## src/hdl/orm_pkg.sv

```systemverilog
// ----------------------------------------------------------------------------
// orm_pkg: shared types and constants of the outlier rejecting mean
// Transaction payloads, the controller/datapath command and status groups,
// and the acceptance factor of each pass.
// ----------------------------------------------------------------------------
`default_nettype none

package orm_pkg;

	localparam int NUM_PASSES = 4;

	localparam logic [2:0] FACTOR_PASS0 = 3'd5;
	localparam logic [2:0] FACTOR_PASS1 = 3'd4;
	localparam logic [2:0] FACTOR_PASS2 = 3'd3;
	localparam logic [2:0] FACTOR_PASS3 = 3'd3;

	typedef struct packed {
		logic [31:0] sample_value;
		logic        last_sample;
	} sample_t;

	typedef struct packed {
		logic [31:0] final_average;
		logic [10:0] accepted_count;
		logic        none_accepted;
		logic        store_overflow;
	} result_t;

	// Commands from the controller to the datapath.
	typedef struct packed {
		logic       load;        // sample transaction accepted
		logic       pass_init;   // set reference, clear the pass sums
		logic       first_pass;  // reference comes from the trial average
		logic [1:0] pass;        // current pass number
		logic       rd_issue;    // read the next stored sample
		logic       pass_end;    // pass sums are complete
		logic       avg_update;  // take the divider quotient as the average
		logic       clear_set;   // result delivered, start a new set
	} cmd_t;

	// Status from the datapath to the controller.
	typedef struct packed {
		logic scan_last;  // the read being issued is the last stored sample
		logic cnt_zero;   // the pass has accepted no sample
		logic div_done;   // quotient is ready
	} status_t;

	function automatic logic [2:0] pass_factor(input logic [1:0] pass);
		logic [2:0] f;
		case (pass)
			2'd0:    f = FACTOR_PASS0;
			2'd1:    f = FACTOR_PASS1;
			2'd2:    f = FACTOR_PASS2;
			2'd3:    f = FACTOR_PASS3;
			default: f = FACTOR_PASS3;
		endcase
		return f;
	endfunction

endpackage

`default_nettype wire

```

## src/hdl/orm_ctrl.sv

```systemverilog
// ----------------------------------------------------------------------------
// orm_ctrl: sequencing controller
// Loads samples, then steps through the four passes and delivers the result.
// ----------------------------------------------------------------------------
`default_nettype none

module orm_ctrl (
	input  wire logic             clk,
	input  wire logic             arst_n,
	input  wire logic             start,
	input  wire logic             last,
	input  wire orm_pkg::status_t status,
	output      orm_pkg::cmd_t    cmd,
	output      logic             busy,
	output      logic             done
);

	import orm_pkg::*;

	localparam logic [2:0] ST_IDLE  = 3'd0;
	localparam logic [2:0] ST_INIT  = 3'd1;
	localparam logic [2:0] ST_SCAN  = 3'd2;
	localparam logic [2:0] ST_DRAIN = 3'd3;
	localparam logic [2:0] ST_PEND  = 3'd4;
	localparam logic [2:0] ST_DIVW  = 3'd5;
	localparam logic [2:0] ST_DONE  = 3'd6;

	localparam logic [1:0] LAST_PASS = 2'(NUM_PASSES - 1);

	logic [2:0] state_q;
	logic [2:0] state_d;
	logic [1:0] pass_q;
	logic [1:0] pass_d;

	always_comb begin
		state_d        = state_q;
		pass_d         = pass_q;
		cmd            = '0;
		cmd.pass       = pass_q;
		cmd.first_pass = pass_q == 2'd0;
		case (state_q)
			ST_IDLE: begin
				cmd.load = start;
				if (start && last) begin
					state_d = ST_INIT;
					pass_d  = 2'd0;
				end
			end
			ST_INIT: begin
				cmd.pass_init = 1'b1;
				state_d       = ST_SCAN;
			end
			ST_SCAN: begin
				cmd.rd_issue = 1'b1;
				if (status.scan_last) begin
					state_d = ST_DRAIN;
				end
			end
			ST_DRAIN: begin
				state_d = ST_PEND;
			end
			ST_PEND: begin
				cmd.pass_end = 1'b1;
				if (!status.cnt_zero) begin
					state_d = ST_DIVW;
				end else if (pass_q == LAST_PASS) begin
					state_d = ST_DONE;
				end else begin
					pass_d  = pass_q + 2'd1;
					state_d = ST_INIT;
				end
			end
			ST_DIVW: begin
				if (status.div_done) begin
					cmd.avg_update = 1'b1;
					if (pass_q == LAST_PASS) begin
						state_d = ST_DONE;
					end else begin
						pass_d  = pass_q + 2'd1;
						state_d = ST_INIT;
					end
				end
			end
			ST_DONE: begin
				cmd.clear_set = 1'b1;
				state_d       = ST_IDLE;
			end
			default: begin
				state_d = ST_IDLE;
			end
		endcase
	end

	always_ff @(posedge clk or negedge arst_n) begin
		if (!arst_n) begin
			state_q <= ST_IDLE;
			pass_q  <= 2'd0;
		end else begin
			state_q <= state_d;
			pass_q  <= pass_d;
		end
	end

	assign busy = state_q != ST_IDLE;
	assign done = state_q == ST_DONE;

`ifndef SYNTHESIS
	a_divw_has_count: assert property (@(posedge clk) disable iff (!arst_n)
		(state_q == ST_PEND) && status.cnt_zero |=> state_q != ST_DIVW)
		else $error("divider wait entered for a pass with no accepted sample");
	a_done_after_last_pass: assert property (@(posedge clk) disable iff (!arst_n)
		(state_q == ST_DONE) |-> pass_q == LAST_PASS)
		else $error("result delivered before the last pass");
	a_scan_after_init: assert property (@(posedge clk) disable iff (!arst_n)
		(state_q == ST_INIT) |=> state_q == ST_SCAN)
		else $error("pass set-up not followed by the scan");
`endif

endmodule

`default_nettype wire

```

## config.mk

```make
export PLATFORM = sky130hd
export DESIGN_NAME = orm_ctrl
export DESIGN_NICKNAME = d
export VERILOG_FILES = /design/src/hdl/orm_pkg.sv /design/src/hdl/orm_ctrl.sv
export SDC_FILE = /design/constraint.sdc
export NUM_CORES = 1
export LEC_CHECK = 0
export ABC_CLOCK_PERIOD_IN_PS = 1800
export BUFFER_PORTS_ARGS = -buffer_cell sky130_fd_sc_hd__buf_2
export CELL_PAD_IN_SITES_DETAIL_PLACEMENT = 1
export CELL_PAD_IN_SITES_GLOBAL_PLACEMENT = 1
export CORE_MARGIN = 1
export CORE_UTILIZATION = 32
export CTS_CLUSTER_SIZE = 10
export DETAILED_ROUTE_END_ITERATION = 10
export GPL_ROUTABILITY_DRIVEN = 0
export PLACE_DENSITY_LB_ADDON = 0.15
export SETUP_SLACK_MARGIN = 0.02
export SLEW_MARGIN = 20
export SYNTH_ARGS = -nofsm -noshare
export SYNTH_HDL_FRONTEND = slang
export SYNTH_SLANG_ARGS = --single-unit
```

## constraint.sdc

```tcl
create_clock -name clk -period 1.8 [get_ports clk]
set_clock_uncertainty 0.1 [all_clocks]
set_input_delay 0 -clock clk [delete_from_list [all_inputs] [get_ports clk]]
set_output_delay 0 -clock clk [all_outputs]
set_load 0.05 [all_outputs]
```

==> results of run 1 <==
==> final timing paths <==
path | from | to | slack [ns]
min reg2reg | pass_q[1]$_DFFE_PN0P_ | pass_q[1]$_DFFE_PN0P_ | 0.51
max | state_q[2]$_DFFE_PN0P_ | cmd[1] | 0.22
min in group clk | status[1] | state_q[2]$_DFFE_PN0P_ | 0.03
max in group asynchronous | arst_n | state_q[1]$_DFFE_PN0P_ | 1.45
min | arst_n | pass_q[0]$_DFFE_PN0P_ | 0.005
max reg2reg | state_q[1]$_DFFE_PN0P_ | pass_q[0]$_DFFE_PN0P_ | 0.33
==> critical path, cell delays in order, from the launching register on <==
cell,delay (ns)
dfrtp_1,0.40
buf_4,0.19
nor2b_1,0.21
and3_1,0.18
buf_2,0.26
==> state kept, by name, indices dropped and copies added, names as in the netlist <==
register  count
state_q       3
pass_q        2
==> power by group through the flow <==
stage / Sequential, mW / Clock [mW] / Combinational [mW]
3_3_place_gp: 0.219 / 0 / 0.770
6_report: 0.220 / 0.129 / 0.775
2_1_floorplan: 0.234 / 0 / 0.611
4_1_cts: 0.220 / 0.134 / 0.782
3_5_place_dp: 0.220 / 0 / 0.777
5_1_grt: 0.229 / 0.141 / 0.839
==> stage by stage <==
step	instance area, um^2	power, mW	util [%]	setup slack (ns)	hold WS [ns]
after detailed placement	550.5	0.9972	42.31	0.3287	-0.2751
after global placement	550.5	0.9887	42.31	0.3382	-0.2766
after floorplan	456.7	0.8445	-	0.01846	-0.3956
final	586.8	1.124	45.10	0.2202	0.005357
after CTS	586.8	1.136	45.10	0.2092	0.009256
after global routing	586.8	1.209	45.10	0.1420	0.01854
==> per-layer routing <==
| layer | share of wire (%) | up-vias | wire length (um) |
|---|---|---|---|
| met4 | 1.5 | 0 | 18 |
| met3 | 5.1 | 2 | 59 |
| met1 | 50 | 212 | 580 |
| met5 | 0 | - | 0 |
| li1 | - | 221 | - |
| met2 | 43 | 16 | 507 |
==> cells by family after synthesis <==
family                   count (synthesis)
AND/OR/NAND/NOR                         19
flip-flops                               5
multiplexers                             2
adder cells (fa/ha/maj)                  3
buffers and inverters                    9
XOR/XNOR                                 1
AO/OA/AOI/OAI                           12
==> Yosys cell counts <==
library cell  n
o21a_1        1
clkbuf_1      1
buf_6         1
and3b_1       1
o22ai_1       1
nand2b_1      2
o221ai_1      1
buf_4         1
nor3b_1       2
nand3_1       1
o2bb2ai_1     2
or4_1         1
nand2_1       3
inv_1         4
or3_4         1
ha_1          3
a32o_1        1
dfrtp_1       5
nor2b_1       2
a21oi_1       1
nand4bb_1     1
o32ai_2       1
mux2i_1       2
xnor2_1       1
and3_1        1
o21ai_0       2
nor2_1        4
o21ai_1       2
buf_2         2
==> layout make-up <==
type | instances | area, um^2
Clock buffer | 4 | 26.28
Fill cell | 172 | 714.4
Inverter | 4 | 15.01
Multi-Input combinational cell | 37 | 284.0
Sequential cell | 5 | 125.1
Tap cell | 15 | 18.77
Timing Repair Buffer | 21 | 117.6
==> flow_summary.toml, run 1 <==
[yosys]
ys_warn_count = 0
ys_top_cells_by_area = "dfrtp_1, ha_1, mux2i_1, o2bb2ai_1, o32ai_2"
synth_xor_area_share_pct = 1.961
ys_seq_area_share_pct = 28.01
ys_ff_latch = 5
synth_top_family_by_area = "simple AND/OR/NAND/NOR gates"
syn-instance-count = 51
synth.area.mux_share_pct = 4.482
synthSimpleGateAreaFrac_pct = 26.05
synth_nets = 61
synth_cell_type_count = 29
synth_area_um2 = 446.7
yosys.area.top_type = "dfrtp_1"
synth_top_cell_area_share_pct = 28.01
synth-compound-area-share_pct = 20.45
avgSynthCellArea_um2 = 8.758
synth-adder-area-share_pct = 8.403

[status]
status = "finished, final reports clean"

[power]
pwr-share-clk_pct = 11.5
switching_share_pct = 55.70
peakVddDrop_mv = 0.9257
p_int_uw = 497.8
power_frac_comb_pct = 68.9
p_switching_uw = 626.0
p_seq_share_pct = 19.6
p_leak_nw = 0.2970
powerDensity_nw_per_um2 = 1915

[floorplan]
core_um2 = 1301
initial_core_util_pct = 34.33
std_cell_rows = 13
die_y_um = 39.36
dieArea_um2 = 1549
dieWidth_um = 39.36
top_level_ports = 18

[hold_path]
hp-class = "in2async"

[sta]
hold_violations = 0
relSlewSlack_pct = 77.88
worstMarginPinSlew_ns = 0.3318
fin_setup_tns_ns = 0
grt_setup_unrepaired = "false"
period_needed_ns = 1.580
setup_viol = 0
finalCritPeriodShare_pct = 87.77
slew_violations = 0
clock.fmax_mhz = 633.0

[drt]
remaining_drc_errors = 0
wl_mm = 1.166
dr.pass1.iters = 4
drtAntennaViolNets = 0
wl_per_cell_um = 13.56
dr_total_vias = 451
viasPerCell = 5.244
first_iter_violations = 8

[cts]
worstSkewPairLatency_ns = 0.24
clockBufferDepth = 2
ctsHoldBuffers = 1
root_buffer = "clkbuf_4"
post-cts-setup-buffer-count = 0
path_clk_slew_ns = 0.05
htreeDepth = 1
cts_sinks = 5
cts_buffers = 3
cts_tree = "built"
ctsResizeCount = 0

[worst_setup_path]
worstSetupPathType = "reg2out"
start_kind = "flip-flop"
critPathRequiredTime_ns = 1.70
cp.arrival_ns = 1.48
critPathMaxFanout = 8
worstRegToRegCells = 3
end_kind = "output pin"

[final_layout]
final_cell_count_no_fill = 86
final_cell_mix = "buf_2, dfrtp_1, inv_1, nor2_1"
drive_above_1_share_pct = 38.03
area_growth_pct = 31.37
antennaDiodeCount = 0
layout_commonest_cell = "buf_2"
final_net_count = 82

[grt]
grt.busiest_layer = "met2"
grt_use_met1_pct = 26.03
grt_overflow = 0
grt_usage_pct = 19.08
met2_usage_pct = 27.50
grt_pass1_vias = 436
grt_max_degree = 10
grtUsageMet3_pct = 3.977
grt_pass1_wl_mm = 1.966
antenna_found_initial = 0

[placement]
port_buffers = 17
place_inst = 81
place_hpwl_um = 920.8

[flow_run]
drv_cap = 0
Power figures use the tool's default switching activity.
==> run 2, diff against run 1 <==
ABC_AREA = 1   (was default)
ABC_CLOCK_PERIOD_IN_PS = 1550   (was 1800)
CORE_UTILIZATION = 29   (was 32)
clock period = 1.55 ns   (was 1.8 ns; I/O delays follow)
==> run 2 against run 1 <==
Against the previous run:
- cell count is 26% higher
- power grew 20%
- worst setup slack worse by 0.096 ns
- clock power rose by 16%
- critical path type unchanged
- combinational power grew 18%
- critical path depth did not move
- global-route usage down 4.1 points
- sequential power is 30% higher
- worst hold slack barely moved
- synthesized cell count is 35% higher
- largest power group unchanged
- first-iteration DRC count is 63% higher
- clock-buffer cell count stayed put
==> flow_summary.toml, run 2 <==
[grt]
grt_usage_pct = 15.02
grt_max_degree = 10
grt_pass1_vias = 414
antenna_found_initial = 0
grt_pass1_wl_mm = 1.662
grt_overflow = 0

[yosys]
synth_area_um2 = 441.7
synth-adder-area-share_pct = 8.499
synth_nets = 79
synth_top_cell_area_share_pct = 28.33
synth.area.mux_share_pct = 0
avgSynthCellArea_um2 = 6.401
yosys.area.top_type = "dfrtp_1"
synth_top_cells_by_count = "nor2_1, nand2_1, inv_1"
synth-edff-count = 0
synth_xor_area_share_pct = 0
synthSimpleGateAreaFrac_pct = 41.08
synth_top_family_by_area = "simple AND/OR/NAND/NOR gates"
synth_cell_type_count = 18
ys_async_sr_fraction_pct = 100.0
ys_seq_area_share_pct = 28.33
yosysMostFrequentCell = "nor2_1"
ys_ff_latch = 5
synth-compound-area-share_pct = 8.499
syn-instance-count = 69
ys_warn_count = 0
ys_top_cells_by_area = "dfrtp_1, nor2_1, nand2_1, ha_1, inv_1"
synth_ff_type = "dfrtp_1"

[floorplan]
initial_core_util_pct = 32.33
top_level_ports = 18
std_cell_rows = 13
dieArea_um2 = 1683
die_y_um = 41.03
core_um2 = 1366
dieWidth_um = 41.03

[sta]
slew_violations = 0
whs_ns = 0.005028
worstMarginPinSlew_ns = 0.2524
fin_setup_tns_ns = 0
period_needed_ns = 1.426
relSlewSlack_pct = 83.17
hold_violations = 0
grt_setup_unrepaired = "true"
setup_viol = 0
finalCritPeriodShare_pct = 91.97
fin_ws_ns = 0.1245
clock.fmax_mhz = 701.5

[cts]
cts_tree = "built"
clockBufferDepth = 2
worstSkewPairLatency_ns = 0.24
cts_sinks = 5
htreeDepth = 1
path_clk_slew_ns = 0.04
cts_buffers = 3
root_buffer = "clkbuf_4"

[worst_setup_path]
reg2reg_slack_ns = 0.14
critPathMaxStageDelay_ns = 0.46
slowest_stage = "dfrtp_1"
cp_cell_sequence = "inv_2 > nand3_2 > nor2_1 > buf_2"
worstSetupPathType = "reg2out"
path_buf_inv = 2
cp.arrival_ns = 1.33
end_kind = "output pin"
critPathMaxFanout = 7
critPathRequiredTime_ns = 1.45
start_kind = "flip-flop"
crit_family = "flip-flops"

[final_layout]
largest_register_ffs = 3
drive_above_1_share_pct = 40.86
layout_commonest_cell = "buf_2"
registers.top_by_ff_count = "state_q"
largestRegisters = "state_q x3, pass_q x2"
final_net_count = 104
finalInstanceArea_um2 = 618.1
final_cell_count_no_fill = 108
antennaDiodeCount = 0
final_util_pct = 45.24
area_growth_pct = 39.94
final_cell_mix = "buf_2, nand2_1, nor2_1"

[drt]
dr_total_vias = 510
wl_per_cell_um = 10.56
first_iter_violations = 13
wl_mm = 1.140
dr.pass1.iters = 4
viasPerCell = 4.722
drtAntennaViolNets = 0
remaining_drc_errors = 0

[placement]
place_hpwl_um = 937.3
port_buffers = 17
dpl_cell_area_um2 = 555.5
place_inst = 101
post-place-ws_ns = 0.1380

[power]
p_leak_nw = 0.3535
p_total_mw = 1.352
powerDensity_nw_per_um2 = 2188
peakVddDrop_mv = 1.007

[status]
status = "finished, final reports clean"

[flow_run]
drv_cap = 0

[hold_path]
hp-class = "in2async"
==> run 2: changes by cell type in the layout (fill, tap and decap cells not counted), sizes merged, moves of 2 or more <==
cell / change
nor2: +13
dlygate4sd3: +2
buf: -2
o2bb2ai: -2
nand2b: -2
nor3b: -2
nor2b: -2
mux2i: -2
inv: +8
nand2: +12
nand3: +4
==> run 2: timing repair <==
action / CTS / global route
hold buffers: 3 / 0
setup buffers: 0 / 0
hold endpoints to repair: 8 / 0
setup endpoints to repair: 0 / 3
resized for setup: 0 / 3
==> run 2: path summary, 6_finish.rpt <==
kind,from,end,depth (start not counted)
max,state_q[1]$_DFFE_PN0P_,cmd[1],4
min,arst_n,state_q[2]$_DFFE_PN0P_,2
max reg2reg,pass_q[0]$_DFFE_PN0P_,pass_q[1]$_DFFE_PN0P_,6
min reg2reg,pass_q[1]$_DFFE_PN0P_,pass_q[1]$_DFFE_PN0P_,3
max in group asynchronous,arst_n,pass_q[1]$_DFFE_PN0P_,2
min in group clk,status[1],state_q[1]$_DFFE_PN0P_,5
==> run 2: layer usage <==
layer / track usage, % / routed length, um / vias up
met1: 19.48 / 607 / 234
met4: 5.000 / 0 / 0
met2: 24.22 / 488 / 12
met5: 0 / 0 / -
met3: 3.261 / 44 / 0
li1: - / - / 264
==> run 2: final cells by class <==
| cell class | instances | area, um^2 |
|---|---|---|
| fill | 191 | 748.2 |
| multi-input combinational | 50 | 266.5 |
| timing repair buffer | 22 | 132.6 |
| sequential | 5 | 128.9 |
| inverter | 12 | 45.04 |
| clock buffer | 4 | 26.28 |
| tap | 15 | 18.77 |
==> run 2: kinds of logic after synthesis <==
kind of cell	after synthesis
fa+ha+maj	3
flops	5
compound gates	7
buf+inv	14
simple gates	40
==> run 2: power by group <==
group	internal [mW]	switching, mW
Sequential	0.185	0.0998
Combinational	0.241	0.677
Clock	0.0972	0.0516
==> run 3, diff against run 2 <==
CORE_UTILIZATION = 32   (was 29)
CTS_BUF_LIST = sky130_fd_sc_hd__clkbuf_8   (was default)
SKIP_CTS_REPAIR_TIMING = 1   (was default)
==> run 3 against run 2 <==
Against the previous run:
- the run now ends with hold timing left
- register-to-register slack got worse by 0.03 ns
- sequential share of layout area grew 0.085 points
- global-route usage rose by 3.0 points
- flip-flop and latch count is the same
==> flow_summary.toml, run 3 (same netlist as run 2, synthesis figures left out) <==
[status]
status = "complete, but fails checks"
violations = "hold timing"

[final_layout]
area_growth_pct = 39.38
registers.top_by_ff_count = "state_q"
antennaDiodeCount = 0
finalInstanceArea_um2 = 615.6
drive_above_1_share_pct = 41.11
final_cell_count_no_fill = 105
final_cell_mix = "buf_2, nand2_1, nor2_1"
largestRegisters = "state_q x3, pass_q x2"
final_util_pct = 47.91
layout_commonest_cell = "buf_2"
largest_register_ffs = 3
fill_cells = 188
final_net_count = 101

[worst_setup_path]
cp_cell_sequence = "ha_1 > o21bai_1 > a21oi_2 > nand2_1 > nand2_1 > nand2_1"
cp.arrival_ns = 1.45
worstRegToRegCells = 6
slowest_stage = "dfrtp_2"
start_kind = "flip-flop"
rr_endpoint = "pass_q[1]$_DFFE_PN0P_"
critPathMaxStageDelay_ns = 0.43
end_kind = "flip-flop"
worstSetupPathType = "reg2reg"
critPathRequiredTime_ns = 1.56
critPathMaxFanout = 6
crit_path_start = "pass_q[0]$_DFFE_PN0P_"
timing.rr.start = "pass_q[0]$_DFFE_PN0P_"
path_common_cell = "nand2_1"
setup.worst_path.end = "pass_q[1]$_DFFE_PN0P_"
reg2reg_slack_ns = 0.11

[grt]
grt_max_degree = 10
grt_usage_pct = 18.03
grt_overflow = 0
grt_pass1_vias = 458
antenna_found_initial = 0
grt_pass1_wl_mm = 1.828

[drt]
wl_per_cell_um = 11.65
wl_mm = 1.223
drtAntennaViolNets = 0
viasPerCell = 4.686
first_iter_violations = 0
dr_total_vias = 492
remaining_drc_errors = 0
dr.pass1.iters = 1

[sta]
setup_viol = 0
grt_setup_unrepaired = "false"
whs_ns = -0.008239
finalCritPeriodShare_pct = 92.72
worstMarginPinSlew_ns = 0.3405
slew_violations = 0
period_needed_ns = 1.437
relSlewSlack_pct = 77.30
clock.fmax_mhz = 695.8
hold_violations = 1

[power]
peakVddDrop_mv = 1.048
powerDensity_nw_per_um2 = 2343
p_leak_nw = 0.3499

[floorplan]
core_um2 = 1285
dieWidth_um = 39.15
initial_core_util_pct = 34.37
std_cell_rows = 13
dieArea_um2 = 1533
die_y_um = 39.15
top_level_ports = 18

[cts]
path_clk_slew_ns = 0.04
worstSkewPairLatency_ns = 0.22
htreeDepth = 1
root_buffer = "clkbuf_8"
cts_sinks = 5
clockBufferDepth = 2
cts_tree = "built"
cts_buffers = 3

[placement]
port_buffers = 17
place_inst = 99
dpl_cell_area_um2 = 540.5
place_hpwl_um = 954.8

[hold_path]
hp-class = "in2reg"

[flow_run]
drv_cap = 0
-- run 3: cell count changes in the layout (fill, tap and decap cells not counted), sizes merged --
cell         change
buf              -2
clkbuf           -1
dlygate4sd3      -1
inv              +1
-- run 3: layout make-up --
type                       instances  area (um^2)  area share (%)
inverter                          12        45.04           7.317
timing repair buffer              19        107.6           17.48
clock inverter                     1        3.754          0.6098
multi-input combinational         50        270.3           43.90
clock buffer                       3        41.29           6.707
tap                               15        18.77           3.049
sequential                         5        128.9           20.94
-- run 3: worst max-delay path: cells and delay by family, from the launching register on --
family          cells  cell delay (ns)
flops               1             0.43
simple gates        3             0.21
compound gates      2             0.37
fa+ha+maj           1             0.21
-- run 3: metrics by stage --
step / hold slack [ns] / setup WS (ns) / TNS (ns) / power, mW
3_5_place_dp: -0.2842 / 0.03860 / 0 / 1.187
5_1_grt: 0.01382 / 0.03696 / 0 / 1.557
6_report: -0.008239 / 0.1129 / 0 / 1.442
3_3_place_gp: -0.2857 / 0.1187 / 0 / 1.172
2_1_floorplan: -0.3956 / -0.08318 / -0.08318 / 1.004
4_1_cts: -0.5165 / 0.03367 / 0 / 1.426
-- run 3: metal layers --
metal	routed length (um)	GRT usage, %
met2	614	32.50
met1	558	21.20
met3	34	1.734
met5	0	0
met4	15	7.759
-- run 3: power by group --
group	switching [mW]	internal [mW]	leakage (nW)	total [mW]
registers	0.109	0.185	0.0606	0.295
logic	0.676	0.234	0.262	0.910
clock network	0.0672	0.170	0.0269	0.237
-- run 3: worst min-delay path by stage --
stage	start	end	slack (ns)	cells after the start
5_1_grt	status[2]	state_q[1]$_DFFE_PN0P_	0.01	3
3_5_place_dp	arst_n	state_q[1]$_DFFE_PN0P_	-0.28	1
3_3_place_gp	arst_n	state_q[1]$_DFFE_PN0P_	-0.29	1
6_report	status[2]	state_q[1]$_DFFE_PN0P_	-0.008	3
4_1_cts	arst_n	pass_q[0]$_DFFE_PN0P_	-0.52	1
2_1_floorplan	arst_n	pass_q[0]$_DFFE_PN0P_	-0.40	0
